**src/design/stbs_pkg.sv**
```systemverilog
// Shared types and constants for the sorted table with binary search.
package stbs_pkg;

	localparam int TABLE_DEPTH = 256;
	localparam int ADDR_W      = (TABLE_DEPTH > 1) ? $clog2(TABLE_DEPTH) : 1;
	localparam int CNT_W       = $clog2(TABLE_DEPTH + 1);
	localparam int VAL_W       = 32;
	localparam int OUT_CNT_W   = 9;

	typedef enum logic [1:0] {
		CMD_CLEAR  = 2'd0,
		CMD_INSERT = 2'd1,
		CMD_SEARCH = 2'd2
	} cmd_t;

	typedef enum logic [2:0] {
		ST_IDLE,
		ST_INS_RD,
		ST_INS_CMP,
		ST_SRCH_RD,
		ST_SRCH_CMP,
		ST_DONE
	} state_t;

	typedef struct packed {
		logic                 found;
		logic                 full_error;
		logic [OUT_CNT_W-1:0] entry_count;
	} result_t;

endpackage

```
**src/design/stbs_out_reg.sv**
```systemverilog
// Output register that holds a result beat until the consumer takes it.
module stbs_out_reg import stbs_pkg::*; (
	input  logic                 clk,
	input  logic                 arst_n,
	input  logic                 res_valid,
	output logic                 res_ready,
	input  result_t              res,
	output logic                 out_valid,
	input  logic                 out_ready,
	output logic                 found,
	output logic                 full_error,
	output logic [OUT_CNT_W-1:0] entry_count
);

	logic    valid_q;
	result_t data_q;

	assign res_ready   = !valid_q || out_ready;
	assign out_valid   = valid_q;
	assign found       = data_q.found;
	assign full_error  = data_q.full_error;
	assign entry_count = data_q.entry_count;

	// hold the beat until taken, load a new one when the slot frees
	always_ff @(posedge clk or negedge arst_n) begin
		if (!arst_n) begin
			valid_q <= 1'b0;
		end else if (res_ready) begin
			valid_q <= res_valid;
		end
	end

	always_ff @(posedge clk) begin
		if (res_ready && res_valid) begin
			data_q <= res;
		end
	end

endmodule

```
**config.mk**
```make
export PLATFORM = sky130hd
export DESIGN_NAME = stbs_out_reg
export DESIGN_NICKNAME = d
export VERILOG_FILES = /design/src/design/stbs_pkg.sv /design/src/design/stbs_out_reg.sv
export SDC_FILE = /design/constraint.sdc
export NUM_CORES = 1
export LEC_CHECK = 0
export BUFFER_PORTS_ARGS = -buffer_cell sky130_fd_sc_hd__clkbuf_2
export CAP_MARGIN = 20
export CORE_AREA = 3 3 40 42
export CTS_CLUSTER_DIAMETER = 100
export DETAILED_ROUTE_END_ITERATION = 6
export DIE_AREA = 0 0 43 45
export PLACE_DENSITY = 0.7
export SYNTH_ARGS = -nofsm -noshare
export SYNTH_HDL_FRONTEND = slang
export SYNTH_SLANG_ARGS = --single-unit
```
**constraint.sdc**
```tcl
create_clock -name clk -period 0.95 [get_ports clk]
set_input_delay 0.19 -clock clk [delete_from_list [all_inputs] [get_ports clk]]
set_output_delay 0.19 -clock clk [all_outputs]
set_load 0.02 [all_outputs]
```
# == Yosys cells after proc, flatten, opt, wreduce, memory -nomap -nowiden ==
# Index checks and enable logic that the tools add are counted.
# op_classes
n_reduce_logical,3
# ops
cell,count
logical AND 1 bit,1
logical NOT 1 bit,1
logical OR 1 bit,1
# totals
reg_bits,12
output_inout_bits,13
word_cells,7

# == Longest topological paths before layout ==
# logic_depth
depth_word,3
ltp_mapped,2
depth_no_buf,2

# == Least setup slack after synthesis ==
# No wires, ideal clock.
# synth_timing
kind,register to register
from,register valid_q (netlist: out_valid)
to,register data_q (netlist bit entry_count[0]) (enable)
t_arrival_ns,0.817
required_time_ns,0.646
path_slack_ns,-0.171
stages_incl_launch_ff,3
n_path_buf,0
synth_period_minus_slack_ns,1.121
cell_sequence,dfrtp_1 -> nand2b_4 -> and2_4
# synth_via
elab_chain_len,3
# synth_rtl
item,line,source
start: declaration,stbs_out_reg.sv:15,logic valid_q;
start signal: assignment,stbs_out_reg.sv:29,valid_q <= res_valid;
logical NOT 1 bit,stbs_out_reg.sv:18,assign res_ready = !valid_q || out_ready;
logical OR 1 bit,stbs_out_reg.sv:18,
net res_ready,stbs_out_reg.sv:6,"output logic res_ready,"
logical AND 1 bit,stbs_out_reg.sv:34,if (res_ready && res_valid) begin
end signal: assignment,stbs_out_reg.sv:35,data_q <= res;
end: declaration,stbs_out_reg.sv:16,result_t data_q;
# The timed path passes the listed nets, and every way through them passes these cells.
# A chain may end at the register's enable or synchronous reset.

# == Final worst setup path ==
# layout_timing
from,register valid_q (netlist: out_valid)
to,output res_ready
# layout_via
elab_chain_len,2
# layout_rtl
item,line
logical NOT 1 bit,stbs_out_reg.sv:18
logical OR 1 bit,stbs_out_reg.sv:18
end: declaration,stbs_out_reg.sv:6
# Every way passes these cells.

==> results.md <==
* Worst path max stage delay at 420 ps
* Crit-path leading delay family: flip-flops
* Syn Inst Count at 15
* Max-Cap Viols at 0
* Slowest CP cell: dfrtp_2
* RR Endpoint: entry_count[8]$_DFFE_PP_
* Lkg Pwr at between 0.2 and 0.3 nW
* Die area at around 0.0019 mm^2
* Fill cell count at between 100 and 150
* Total number of vias at 277
* Finished layout cell area at around 660 um^2
* Worst Max-Slew Pin Slew at 117 ps
* Status: finished with violations
* RR Startpoint: out_valid$_DFFE_PN0P_
* Initial core utilization at 29.9%
* Register area at 357 um^2
* Layout cell share with drive strength beyond 1 at 72.5%
* Critical path, cell by cell: nand2b_4 -> buf_6 -> buf_8
* Pre-CTS WS at -59.1 ps
* Cell row count at 13
* Post-route DRC at 0
* CP Launch Type: flip-flop
* Setup Viol. Count Final at 24
* HP Class: in2reg
* Pin count of the biggest net entering global routing at 8
* Syn Area/Cell at ~26 um^2
* Cell Int Power at roughly 0.85 mW
* Initial DRC count at 1
* Port-buffer cells at 27
* Final Non-Filler Cells at 66
* Die width at ~43 um
* R2r setup slk at -110 ps
* TritonRoute pass-1 iters at 4
* Flops & latches, synth at 12
* Routed len/inst at between 10 and 15 um
* Register share of total power at approximately 57%
* Core Region at 0.00128 mm^2
* GPL Wtd Cong at 0.704
* Pwr Density at about 1700 mW/mm^2
* Height of the die at between 40 and 50 um
* ANT nets after route at 0
* FMAX at just under 900 MHz
* Layout area overhead at 71.3%
* Worst Hold Path EP: entry_count[4]$_DFFE_PP_
* H-tree depth at 1
* Dpl cells at 58
* GR Overflow Total at 0
* VDD IR max at around 0.74 mV
* Worst Hold Launch: res[4]
* GR Util All Layers at about a tenth
* Syn_nets at 30
* Post-Place Cell Area at between 500 and 600 um^2
* CTS tree: yes
* Yosys cell types at 5
* Root Buffer: clkbuf_4
* Worst setup path class: reg2out
* Antenna violations before repair at 0
* Diode count at 0
* Vias in the first global route at approximately 290
* Hold depth at 1
* Period utilization at 120%
* Via-per-instance ratio at 4.20
* Switching power at 0.242 mW
* Io pins at 28
* Crit path buffers/inverters at 2
* Hold WS at about 100 ps
* Crit end category: output port
* CTS Buf Count at 3
* Worst-case clock buffer depth at 2
* WL final at 852 um
* Total power at 1.10 mW
* Multi-input combinational cell area at between 30 and 40 um^2
* Setup Skew at just over 3 ps
* CP required at ~760 ps
* Failing checks: negative setup slack
* Worst slew margin at between 90% and 100%
* Area of the mapped netlist at about 380 um^2
* Comb pwr share at approximately 16%
* RSZ-0062 raised after global routing: true
* Seq/Total Area, Yosys at ~93%
* Crit path max fanout at 2
* Min Tclk post-route at 1140 ps
* Clock Sinks at 12
* Clock transition at path regs at 70 ps
* Layout Nets at 67
* Critical Path AT at approximately 950 ps
* Synth warn at 0
* Clock Latency Late Sink at 260 ps
* Global-route wire length before repair at 1.24 mm
* Final hold viol count at 0
* Clock Power Share at 27.4%
* Fin. max-slew vios at 0
* PnR worst setup slack at -194 ps
* Worst R2R Path Depth at 3
* Switching Share at around 22%
==> state kept, by name (all words and copies together) (netlist names) <==
register     cells
entry_count      9
found            1
full_error       1
out_valid        1
==> timing repair <==
item / CTS / global route
setup buffers: 1 / 1
pin swaps: 0 / 0
cloned: 1 / 0
hold endpoints to repair: 1 / 0
setup endpoints to repair: 24 / 24
hold buffers: 1 / 0
resized for setup: 5 / 24
==> metrics by stage <==
stage          utilization (%)  TNS, ps
6_report                  51.2    -1870
3_3_place_gp              42.6     -365
2_1_floorplan                -    -1500
5_1_grt                   51.2    -2510
4_1_cts                   47.8    -2090
3_5_place_dp              42.6     -647
==> cells by family (layout without fill, tap and decap cells) <==
| logic type | after synthesis | count (layout) | synth area share [%] |
|---|---|---|---|
| DFF | 12 | 12 | 92.5 |
| and+or+nand+nor | 3 | 4 | 7.49 |
| buffers and inverters | 0 | 35 | 0 |
==> layer usage <==
layer / GRT usage (%) / vias up / part of all wire (%)
met1: 13.0 / 119 / 41
met3: 3.59 / 0 / 16
met5: 0 / - / 0
li1: - / 130 / -
met2: 12.6 / 28 / 43
met4: 5.42 / 0 / 0
==> power by group through the flow <==
| stage | sequential, mW | clock (mW) | combinational [mW] |
|---|---|---|---|
| after floorplan | 0.670 | 0 | 0.0239 |
| after global placement | 0.634 | 0 | 0.124 |
| after detailed placement | 0.635 | 0 | 0.127 |
| after CTS | 0.623 | 0.319 | 0.149 |
| after global routing | 0.627 | 0.337 | 0.181 |
| final | 0.625 | 0.300 | 0.170 |
==> worst max-delay path by stage <==
stage                           from                       end  slack [ps]  cells after the start
6_report       out_valid$_DFFE_PN0P_                 res_ready        -190                      3
3_5_place_dp   out_valid$_DFFE_PN0P_  entry_count[4]$_DFFE_PP_         -60                      2
5_1_grt        out_valid$_DFFE_PN0P_                 res_ready        -230                      3
3_3_place_gp   out_valid$_DFFE_PN0P_  entry_count[4]$_DFFE_PP_         -30                      2
2_1_floorplan  out_valid$_DFFE_PN0P_  entry_count[0]$_DFFE_PP_        -140                      2
4_1_cts        out_valid$_DFFE_PN0P_                 res_ready        -230                      3
==> cells in the final DEF (no fill, tap or decap) <==
cell and n:
nand2b_4 1, buf_6 7, dlygate4sd3_1 1, nand2b_1 1, edfxtp_1 11, buf_4 2, clkbuf_2 14, clkinv_1 1
and2_4 2, buf_2 6, dfrtp_2 1, buf_8 1, clkbuf_4 3
==> synthesized netlist by cell type <==
cell	n	area [um^2]
dfrtp_1	1	25.0
nand2b_4	1	13.8
nand2b_1	1	6.26
and2_4	1	8.76
edfxtp_1	11	330
==> layout make-up <==
class	instances	area share (%)
Timing Repair Buffer	31	33.3
Clock inverter	1	0.570
Clock buffer	3	3.42
Tap cell	15	2.85
Multi-Input combinational cell	4	5.70
Sequential cell	12	54.2
(Power assumes the default switching activity.)
