**config.mk**
```make
export PLATFORM = sky130hd
export DESIGN_NAME = stbs_engine
export DESIGN_NICKNAME = d
export VERILOG_FILES = /design/src/design/stbs_pkg.sv /design/src/design/stbs_engine.sv
export SDC_FILE = /design/constraint.sdc
export NUM_CORES = 1
export LEC_CHECK = 0
export BUFFER_PORTS_ARGS = -buffer_cell sky130_fd_sc_hd__buf_2
export CAP_MARGIN = 10
export CORE_UTILIZATION = 50
export CTS_CLUSTER_DIAMETER = 100
export DETAILED_ROUTE_END_ITERATION = 6
export PLACE_DENSITY = 0.77
export SLEW_MARGIN = 20
export SYNTH_ARGS = -nofsm -noshare
export SYNTH_HDL_FRONTEND = slang
export SYNTH_SLANG_ARGS = --single-unit
```
**constraint.sdc**
```tcl
create_clock -name clk -period 2.9 [get_ports clk]
set_input_delay 0 -clock clk [delete_from_list [all_inputs] [get_ports clk]]
set_output_delay 0 -clock clk [all_outputs]
set_load 0.005 [all_outputs]
```
**src/design/stbs_pkg.sv**
```systemverilog
// Shared types and constants for the sorted table with binary search.
package stbs_pkg;

	localparam int TABLE_DEPTH = 256;
	localparam int ADDR_W      = (TABLE_DEPTH > 1) ? $clog2(TABLE_DEPTH) : 1;
	localparam int CNT_W       = $clog2(TABLE_DEPTH + 1);
	localparam int VAL_W       = 32;
	localparam int OUT_CNT_W   = 9;

	typedef enum logic [1:0] {
		CMD_CLEAR  = 2'd0,
		CMD_INSERT = 2'd1,
		CMD_SEARCH = 2'd2
	} cmd_t;

	typedef enum logic [2:0] {
		ST_IDLE,
		ST_INS_RD,
		ST_INS_CMP,
		ST_SRCH_RD,
		ST_SRCH_CMP,
		ST_DONE
	} state_t;

	typedef struct packed {
		logic                 found;
		logic                 full_error;
		logic [OUT_CNT_W-1:0] entry_count;
	} result_t;

endpackage

```
**src/design/stbs_engine.sv**
```systemverilog
// Command sequencer: clear, sorted insert by shifting, and binary search over the table RAM.
module stbs_engine import stbs_pkg::*; (
	input  logic                    clk,
	input  logic                    arst_n,
	input  logic                    in_valid,
	output logic                    in_ready,
	input  logic [1:0]              command,
	input  logic signed [VAL_W-1:0] value,
	output logic                    ram_we,
	output logic [ADDR_W-1:0]       ram_waddr,
	output logic [VAL_W-1:0]        ram_wdata,
	output logic                    ram_re,
	output logic [ADDR_W-1:0]       ram_raddr,
	input  logic [VAL_W-1:0]        ram_rdata,
	output logic                    res_valid,
	input  logic                    res_ready,
	output result_t                 res
);

	state_t                  state_q, state_d;
	logic [CNT_W-1:0]        cnt_q;
	logic [CNT_W-1:0]        slot_q;
	logic [CNT_W-1:0]        lo_q;
	logic [CNT_W-1:0]        hie_q;
	logic [CNT_W-1:0]        mid_q;
	logic signed [VAL_W-1:0] val_q;
	logic                    found_q;
	logic                    ferr_q;

	logic                    accept;
	logic                    table_full;
	logic                    probe_gt;
	logic                    probe_eq;
	logic [CNT_W:0]          mid_sum;
	logic [CNT_W-1:0]        mid;
	logic [CNT_W-1:0]        slot_m1;

	assign accept     = in_valid && in_ready;
	assign table_full = (cnt_q == CNT_W'(TABLE_DEPTH));
	assign probe_gt   = $signed(ram_rdata) > val_q;
	assign probe_eq   = $signed(ram_rdata) == val_q;
	assign mid_sum    = {1'b0, lo_q} + {1'b0, hie_q} - (CNT_W+1)'(1);
	assign mid        = mid_sum[CNT_W:1];
	assign slot_m1    = slot_q - CNT_W'(1);

	// next state
	always_comb begin
		state_d = state_q;
		case (state_q)
			ST_IDLE: begin
				if (accept) begin
					case (command)
						CMD_INSERT: state_d = table_full ? ST_DONE : ST_INS_RD;
						CMD_SEARCH: state_d = ST_SRCH_RD;
						default:    state_d = ST_DONE;
					endcase
				end
			end
			ST_INS_RD:   state_d = (slot_q == '0) ? ST_DONE : ST_INS_CMP;
			ST_INS_CMP:  state_d = probe_gt ? ST_INS_RD : ST_DONE;
			ST_SRCH_RD:  state_d = (lo_q >= hie_q) ? ST_DONE : ST_SRCH_CMP;
			ST_SRCH_CMP: state_d = probe_eq ? ST_DONE : ST_SRCH_RD;
			ST_DONE:     state_d = res_ready ? ST_IDLE : ST_DONE;
			default:     state_d = ST_IDLE;
		endcase
	end

	// outputs: handshake, RAM port controls, result
	always_comb begin
		in_ready  = 1'b0;
		res_valid = 1'b0;
		ram_we    = 1'b0;
		ram_waddr = slot_q[ADDR_W-1:0];
		ram_wdata = val_q;
		ram_re    = 1'b0;
		ram_raddr = slot_m1[ADDR_W-1:0];
		case (state_q)
			ST_IDLE: in_ready = 1'b1;
			ST_INS_RD: begin
				if (slot_q == '0) begin
					ram_we = 1'b1;
				end else begin
					ram_re = 1'b1;
				end
			end
			ST_INS_CMP: begin
				ram_we = 1'b1;
				if (probe_gt) begin
					ram_wdata = ram_rdata;
				end
			end
			ST_SRCH_RD: begin
				ram_re    = (lo_q < hie_q);
				ram_raddr = mid[ADDR_W-1:0];
			end
			ST_DONE: res_valid = 1'b1;
			default: ;
		endcase
		res.found       = found_q;
		res.full_error  = ferr_q;
		res.entry_count = OUT_CNT_W'(cnt_q);
	end

	// control state
	always_ff @(posedge clk or negedge arst_n) begin
		if (!arst_n) begin
			state_q <= ST_IDLE;
			cnt_q   <= '0;
		end else begin
			state_q <= state_d;
			if (state_q == ST_IDLE && accept && command == CMD_CLEAR) begin
				cnt_q <= '0;
			end else if ((state_q == ST_INS_RD && slot_q == '0) ||
			             (state_q == ST_INS_CMP && !probe_gt)) begin
				cnt_q <= cnt_q + CNT_W'(1);
			end
		end
	end

	// datapath: latch the beat, step the shift slot and the search bounds
	always_ff @(posedge clk) begin
		case (state_q)
			ST_IDLE: begin
				if (accept) begin
					val_q   <= value;
					slot_q  <= cnt_q;
					lo_q    <= '0;
					hie_q   <= cnt_q;
					found_q <= 1'b0;
					ferr_q  <= (command == CMD_INSERT) && table_full;
				end
			end
			ST_INS_CMP: begin
				if (probe_gt) begin
					slot_q <= slot_m1;
				end
			end
			ST_SRCH_RD: mid_q <= mid;
			ST_SRCH_CMP: begin
				if (probe_eq) begin
					found_q <= 1'b1;
				end else if (probe_gt) begin
					hie_q <= mid_q;
				end else begin
					lo_q <= mid_q + CNT_W'(1);
				end
			end
			default: ;
		endcase
	end

endmodule

```
==> After elaboration in Yosys (flattened, before gate mapping) <==
Index checks and enable logic that the tools add are counted.
{ "word_totals": {"register_bits": 82, "latch_bits": 0, "ramBits": 0, "mem_bits_ro": 0, "inputBits": 70, "word_cells": 84, "memories": 0} }
{ "classes": {"addsub": 5, "multipliers": 0, "div": 0, "n_lt_le_gt_ge": 3, "eq_ne": 15, "shifts": 0, "mux": 33, "bitwise": 0, "reduce_logical": 19} }
{ "ops": {"columns": ["op", "count"], "rows": [
  ["9-bit 2-to-1 mux", 9],
  ["32-bit 2-to-1 mux", 2],
  ["9-bit case mux with 2 select lines", 3],
  ["32-bit equality test", 1],
  ["32-bit > comparator", 1],
  ["9-bit by 1-bit adder with 9-bit output, second input constant", 2],
  ["3-bit 2-to-1 mux", 6],
  ["3-bit case mux with 6 select lines", 1],
  ["2-bit inequality test, second input constant", 6],
  ["9-bit by 9-bit adder with 10-bit output", 1],
  ["10-bit by 1-bit subtractor with 10-bit output, second input constant", 1],
  ["9-bit equality test, second input constant", 1],
  ["9-bit greater-or-equal comparator", 1],
  ["9-bit logical NOT", 1],
  ["9-bit less-than comparator", 1],
  ["9-bit by 1-bit subtractor with 9-bit output, second input constant", 1],
  ["8-bit 2-to-1 mux", 1],
  ["4-bit AND reduction", 2],
  ["1-bit 2-to-1 mux", 7],
  ["3-bit by 2-bit equality test with 1-bit output, second input constant", 2],
  ["3-bit equality test, second input constant", 2],
  ["1-bit logical AND", 6],
  ["1-bit case mux with 2 select lines", 3],
  ["3-bit case mux with 2 select lines", 1],
  ["10 further kinds", 13]
]} }

==> Logic depth before layout (Yosys ltp) <==
{ "logic_depth": {"depth_word": 6, "ltp_mapped": 13} }

==> Worst setup path after synthesis <==
Ideal clock, no wire load.
{ "synth_timing": {"kind": "reg2reg", "startpoint": "register val_q[31]", "endpoint": "register slot_q[0], enable pin", "setup_ps": 341, "arrival_time_ps": 2692, "slack_ps": -133, "path_stages_with_launch": 11, "n_path_buf": 1, "cell_sequence": "edfxtp_1 > inv_1 > ha_1 > nand4_2 > nor4_4 > nor3b_2 > a211oi_2 > xnor2_2 > nor3_4 > buf_8 > nand2b_1"} }
{ "synth_between": {"elab_chain_len": 3} }
{ "synth_rtl": {"columns": ["element", "line_no", "text"], "rows": [
  ["start, declared", "stbs_engine.sv:26", "logic signed [VAL_W-1:0] val_q;"],
  ["start signal, assigned", "stbs_engine.sv:125", "val_q <= value;"],
  ["32-bit > comparator", "stbs_engine.sv:40", "assign probe_gt = $signed(ram_rdata) > val_q;"],
  ["2-bit inequality test (no line)", null, null],
  ["3-bit AND reduction (no line)", null, null],
  ["end signal, assigned", "stbs_engine.sv:126", "slot_q <= cnt_q;"],
  ["end signal, assigned", "stbs_engine.sv:135", "slot_q <= slot_m1;"],
  ["end, declared", "stbs_engine.sv:22", "logic [CNT_W-1:0] slot_q;"]
]} }
Every way passes these cells.
A chain may end at the register's enable or synchronous reset.

==> Worst setup path after layout <==
{ "layout_timing": {"startpoint": "register val_q[7]", "endpoint": "output port ram_wdata[26]"} }
{ "layout_between": {"elab_chain_len": 3} }
{ "layout_rtl": {"columns": ["element", "line_no", "text"], "rows": [
  ["32-bit > comparator", "stbs_engine.sv:40", null],
  ["32-bit 2-to-1 mux", "stbs_engine.sv:88", "if (probe_gt) begin"],
  ["32-bit 2-to-1 mux", "stbs_engine.sv:77", "case (state_q)"],
  ["end, declared", "stbs_engine.sv:11", "output logic [VAL_W-1:0] ram_wdata,"]
]} }
Every way passes these cells.

==> flow_summary.ini <==
[layout]
instances_no_fill = 883
finish.instance_area_sq_um = 7700
regArea_sq_um = 2400
layout-drive-gt1-share_pct = 32.9
area_delta_synth_final_pct = 33.9
fin_nets = 870
n_fill_cell = 747
multi_input_area_sq_um = 3020

[route]
drtIter0Drc = 265
ant_nets = 0
drt_wl_total_mm = 15.0
dr.pass1.iters = 6
routedWlPerCell_microns = 17.0
post-route-drc-count = 0
drt-vias-per-instance = 5.41
vias = 4773

[synth]
async_reset_ff_share_pct = 14.6
yosysTopAreaCellShare_pct = 36.6
ys_ff_latch = 82
yosysTopAreaCell = edfxtp_1
netlist_top_cells_area = edfxtp_1, ha_1, mux2_4
synth_cell_types = 60
synth_edf_count = 70
synth.most_common_cell = inv_1
yosysWarningCount = 0
synth_common_cells = inv_1, edfxtp_1, ha_1
synth_area_per_cell_sq_um = 10.3
netlist_area_sq_um = 5750
synthCells = 559
ys.flop_type = edfxtp_1
ys_seq_area_share_pct = 41.8
syn-num-nets = 692

[cts]
cts_made_buffers = 9
cts_root_buf = clkbuf_16
worstSkewPairLatency_ps = 340
cts_tree = yes
clk_path_buf_depth = 2
clk_pin_slew_ps = 60
htreeDepth = 3
clock_sinks = 82

[die]
die_x_microns = 109
die_h_microns = 109
ios = 133
rows = 38
die_area_sq_um = 11900
core_area_sq_um = 11000
start_util_pct = 52.1

[timing]
setup_viol = 32
final_max_slew_viol_count = 0
rsz0062_at_grt = yes
finClkSkew_ps = 6.70
maxSlewHeadroom_pct = 66.2
hold_viol = 0
fmax_mhz = 324
layout_min_cycle_time_ps = 3090
finalWorstSetupSlack_ps = -191
holdWs_ps = 38.6
worst_pin_slew_ps = 504
post-route-period-util_pct = 107

[critical_path]
crit_fanout = 8
reg2reg_setup_slack_ps = 170
worstPathRequired_ps = 2900
critPathKind = reg -> out
startpoint_type = flip-flop
r2r_cells = 12
worstSetupEndpointType = primary output
r2r-start = val_q[7]$_DFFE_PP_
crit-reg2reg-capture = lo_q[2]$_SDFFCE_PN0P_
critPathArrivalTime_ps = 3090

[global_route]
grt_max_degree = 33
grt_pass1_vias = 4643
overflow = 0
grt_first_pass_wirelength_mm = 21.9
grtUsageTotal_pct = 24.6
antenna_found_initial = 1

[pwr]
power.density_nw_per_um2 = 907
internal-power_mw = 4.35
clock_power_share_pct = 18.4
leakage_nw = 3.57
p_sw_mw = 2.63
power_frac_seq_pct = 30.0
peakVddDrop_mv = 0.632
sw_frac_of_total_pct = 37.6
comb_power_share_pct = 51.6

[placed_design]
dp_hpwl_mm = 10.3
portBuffers = 132
routabilityCongestion = 0.862
place_area_sq_um = 6500
dp_cells = 815

[run_status]
status = complete, but fails checks
violations = setup timing

[min_path]
min_to = cnt_q[7]$_DFFE_PN0P_
hp-class = in -> reg
min_from = command[0]
whs_path_depth = 3

[flow_run]
drv_cap = 0
-- worst max-delay path by stage --
| stage | startpoint | end | slack [ps] | cells after the start |
|---|---|---|---|---|
| 6_report | val_q[7]$_DFFE_PP_ | ram_wdata[26] | -190 | 13 |
| 5_1_grt | val_q[8]$_DFFE_PP_ | ram_wdata[26] | -310 | 13 |
| 4_1_cts | val_q[10]$_DFFE_PP_ | ram_wdata[10] | -180 | 13 |
| 3_5_place_dp | val_q[5]$_DFFE_PP_ | ram_wdata[1] | 110 | 12 |
| 3_3_place_gp | val_q[7]$_DFFE_PP_ | ram_wdata[0] | 210 | 12 |
| 2_1_floorplan | val_q[31]$_DFFE_PP_ | slot_q[0]$_DFFE_PP_ | 20 | 10 |
-- layout make-up --
class	count	area share (%)
antenna	1	0.0325
clock buffer	10	2.97
clock inverter	6	1.37
inverter	86	4.19
multi-input combinational	366	39.2
sequential	82	31.2
tap	140	2.28
timing repair buffer	192	18.7
-- placed cells by master (no fill, tap or decap), types with 2 or more instances in the layout --
cell	count
nor2_1	28
mux2i_1	5
inv_2	5
and2_1	2
ha_1	56
a31o_2	2
nor4_1	3
inv_1	81
or3_1	3
nand2b_1	5
clkbuf_16	10
dfrtp_1	12
a31oi_1	2
nand4_1	11
o21ai_0	23
a21oi_1	32
xnor2_1	12
nand2_1	46
xor2_1	6
buf_12	2
buf_2	101
bufinv_16	3
nor2b_1	2
clkinv_1	2
ha_4	5
a21o_1	3
xnor2_2	3
nand3_1	17
nor3_1	12
edfxtp_1	70
buf_4	21
dlygate4sd3_1	34
nor2_2	2
buf_6	33
and3_1	7
a21oi_4	2
mux2_4	32
a21oi_2	7
o21bai_1	7
-- kinds of logic after synthesis --
group                      after synthesis  synth area share, %
buffers and inverters                  111                 8.68
xor gates and xnor gates                21                 3.33
AOI/OAI and AO/OA                       93                 9.79
muxes                                   37                 9.03
adders and majority gates               63                 13.8
DFF                                     82                 41.8
and+or+nand+nor                        152                 13.5
-- metal layers --
layer,up-vias,track usage (%),part of all wire [%]
li1,2292,-,-
met1,2283,28.5,39
met2,164,44.2,53
met3,34,5.44,5.8
met4,0,9.24,2.5
met5,-,0,0
-- flip-flops by register name, indices dropped and copies added (netlist names) --
signal	cells
slot_q	9
lo_q	9
val_q	32
state_q	3
mid_q	9
found_q	1
cnt_q	9
ferr_q	1
hie_q	9
-- per-stage QoR --
step / total power, mW / setup slack [ps] / util [%] / TNS, ps
after floorplan: 4.08 / 21.6 / - / 0
after global placement: 4.90 / 208 / 59.0 / 0
after detailed placement: 5.02 / 108 / 59.0 / 0
after CTS: 6.56 / -177 / 66.8 / -4420
after global routing: 7.41 / -308 / 69.8 / -8310
final: 6.98 / -191 / 69.8 / -4420
-- what timing repair did --
action	CTS	global route
pin swaps	11	15
buffers inserted	7	9
hold buffers	34	0
gates resized for setup	16	50
endpoints found under the hold margin	45	0
endpoints found under the setup margin	34	53
cloned	1	1
-- critical path, stage by stage (launching register included) --
cell	delay (ps)
edfxtp_1	400
inv_2	80
ha_4	200
a21oi_2	150
o21ai_2	90
a221oi_4	380
nor3b_4	90
a211oi_2	270
xnor2_2	130
nor3_4	180
buf_6	170
clkbuf_16	170
mux2_4	310
buf_6	120
-- power groups by stage --
| stage | Clock, mW | Sequential, mW | Combinational [mW] |
|---|---|---|---|
| 2_1_floorplan | 0 | 1.99 | 2.09 |
| 3_3_place_gp | 0 | 2.08 | 2.82 |
| 3_5_place_dp | 0 | 2.10 | 2.92 |
| 4_1_cts | 1.30 | 2.08 | 3.19 |
| 5_1_grt | 1.34 | 2.13 | 3.93 |
| 6_report | 1.29 | 2.09 | 3.60 |
(Power assumes the default switching activity.)
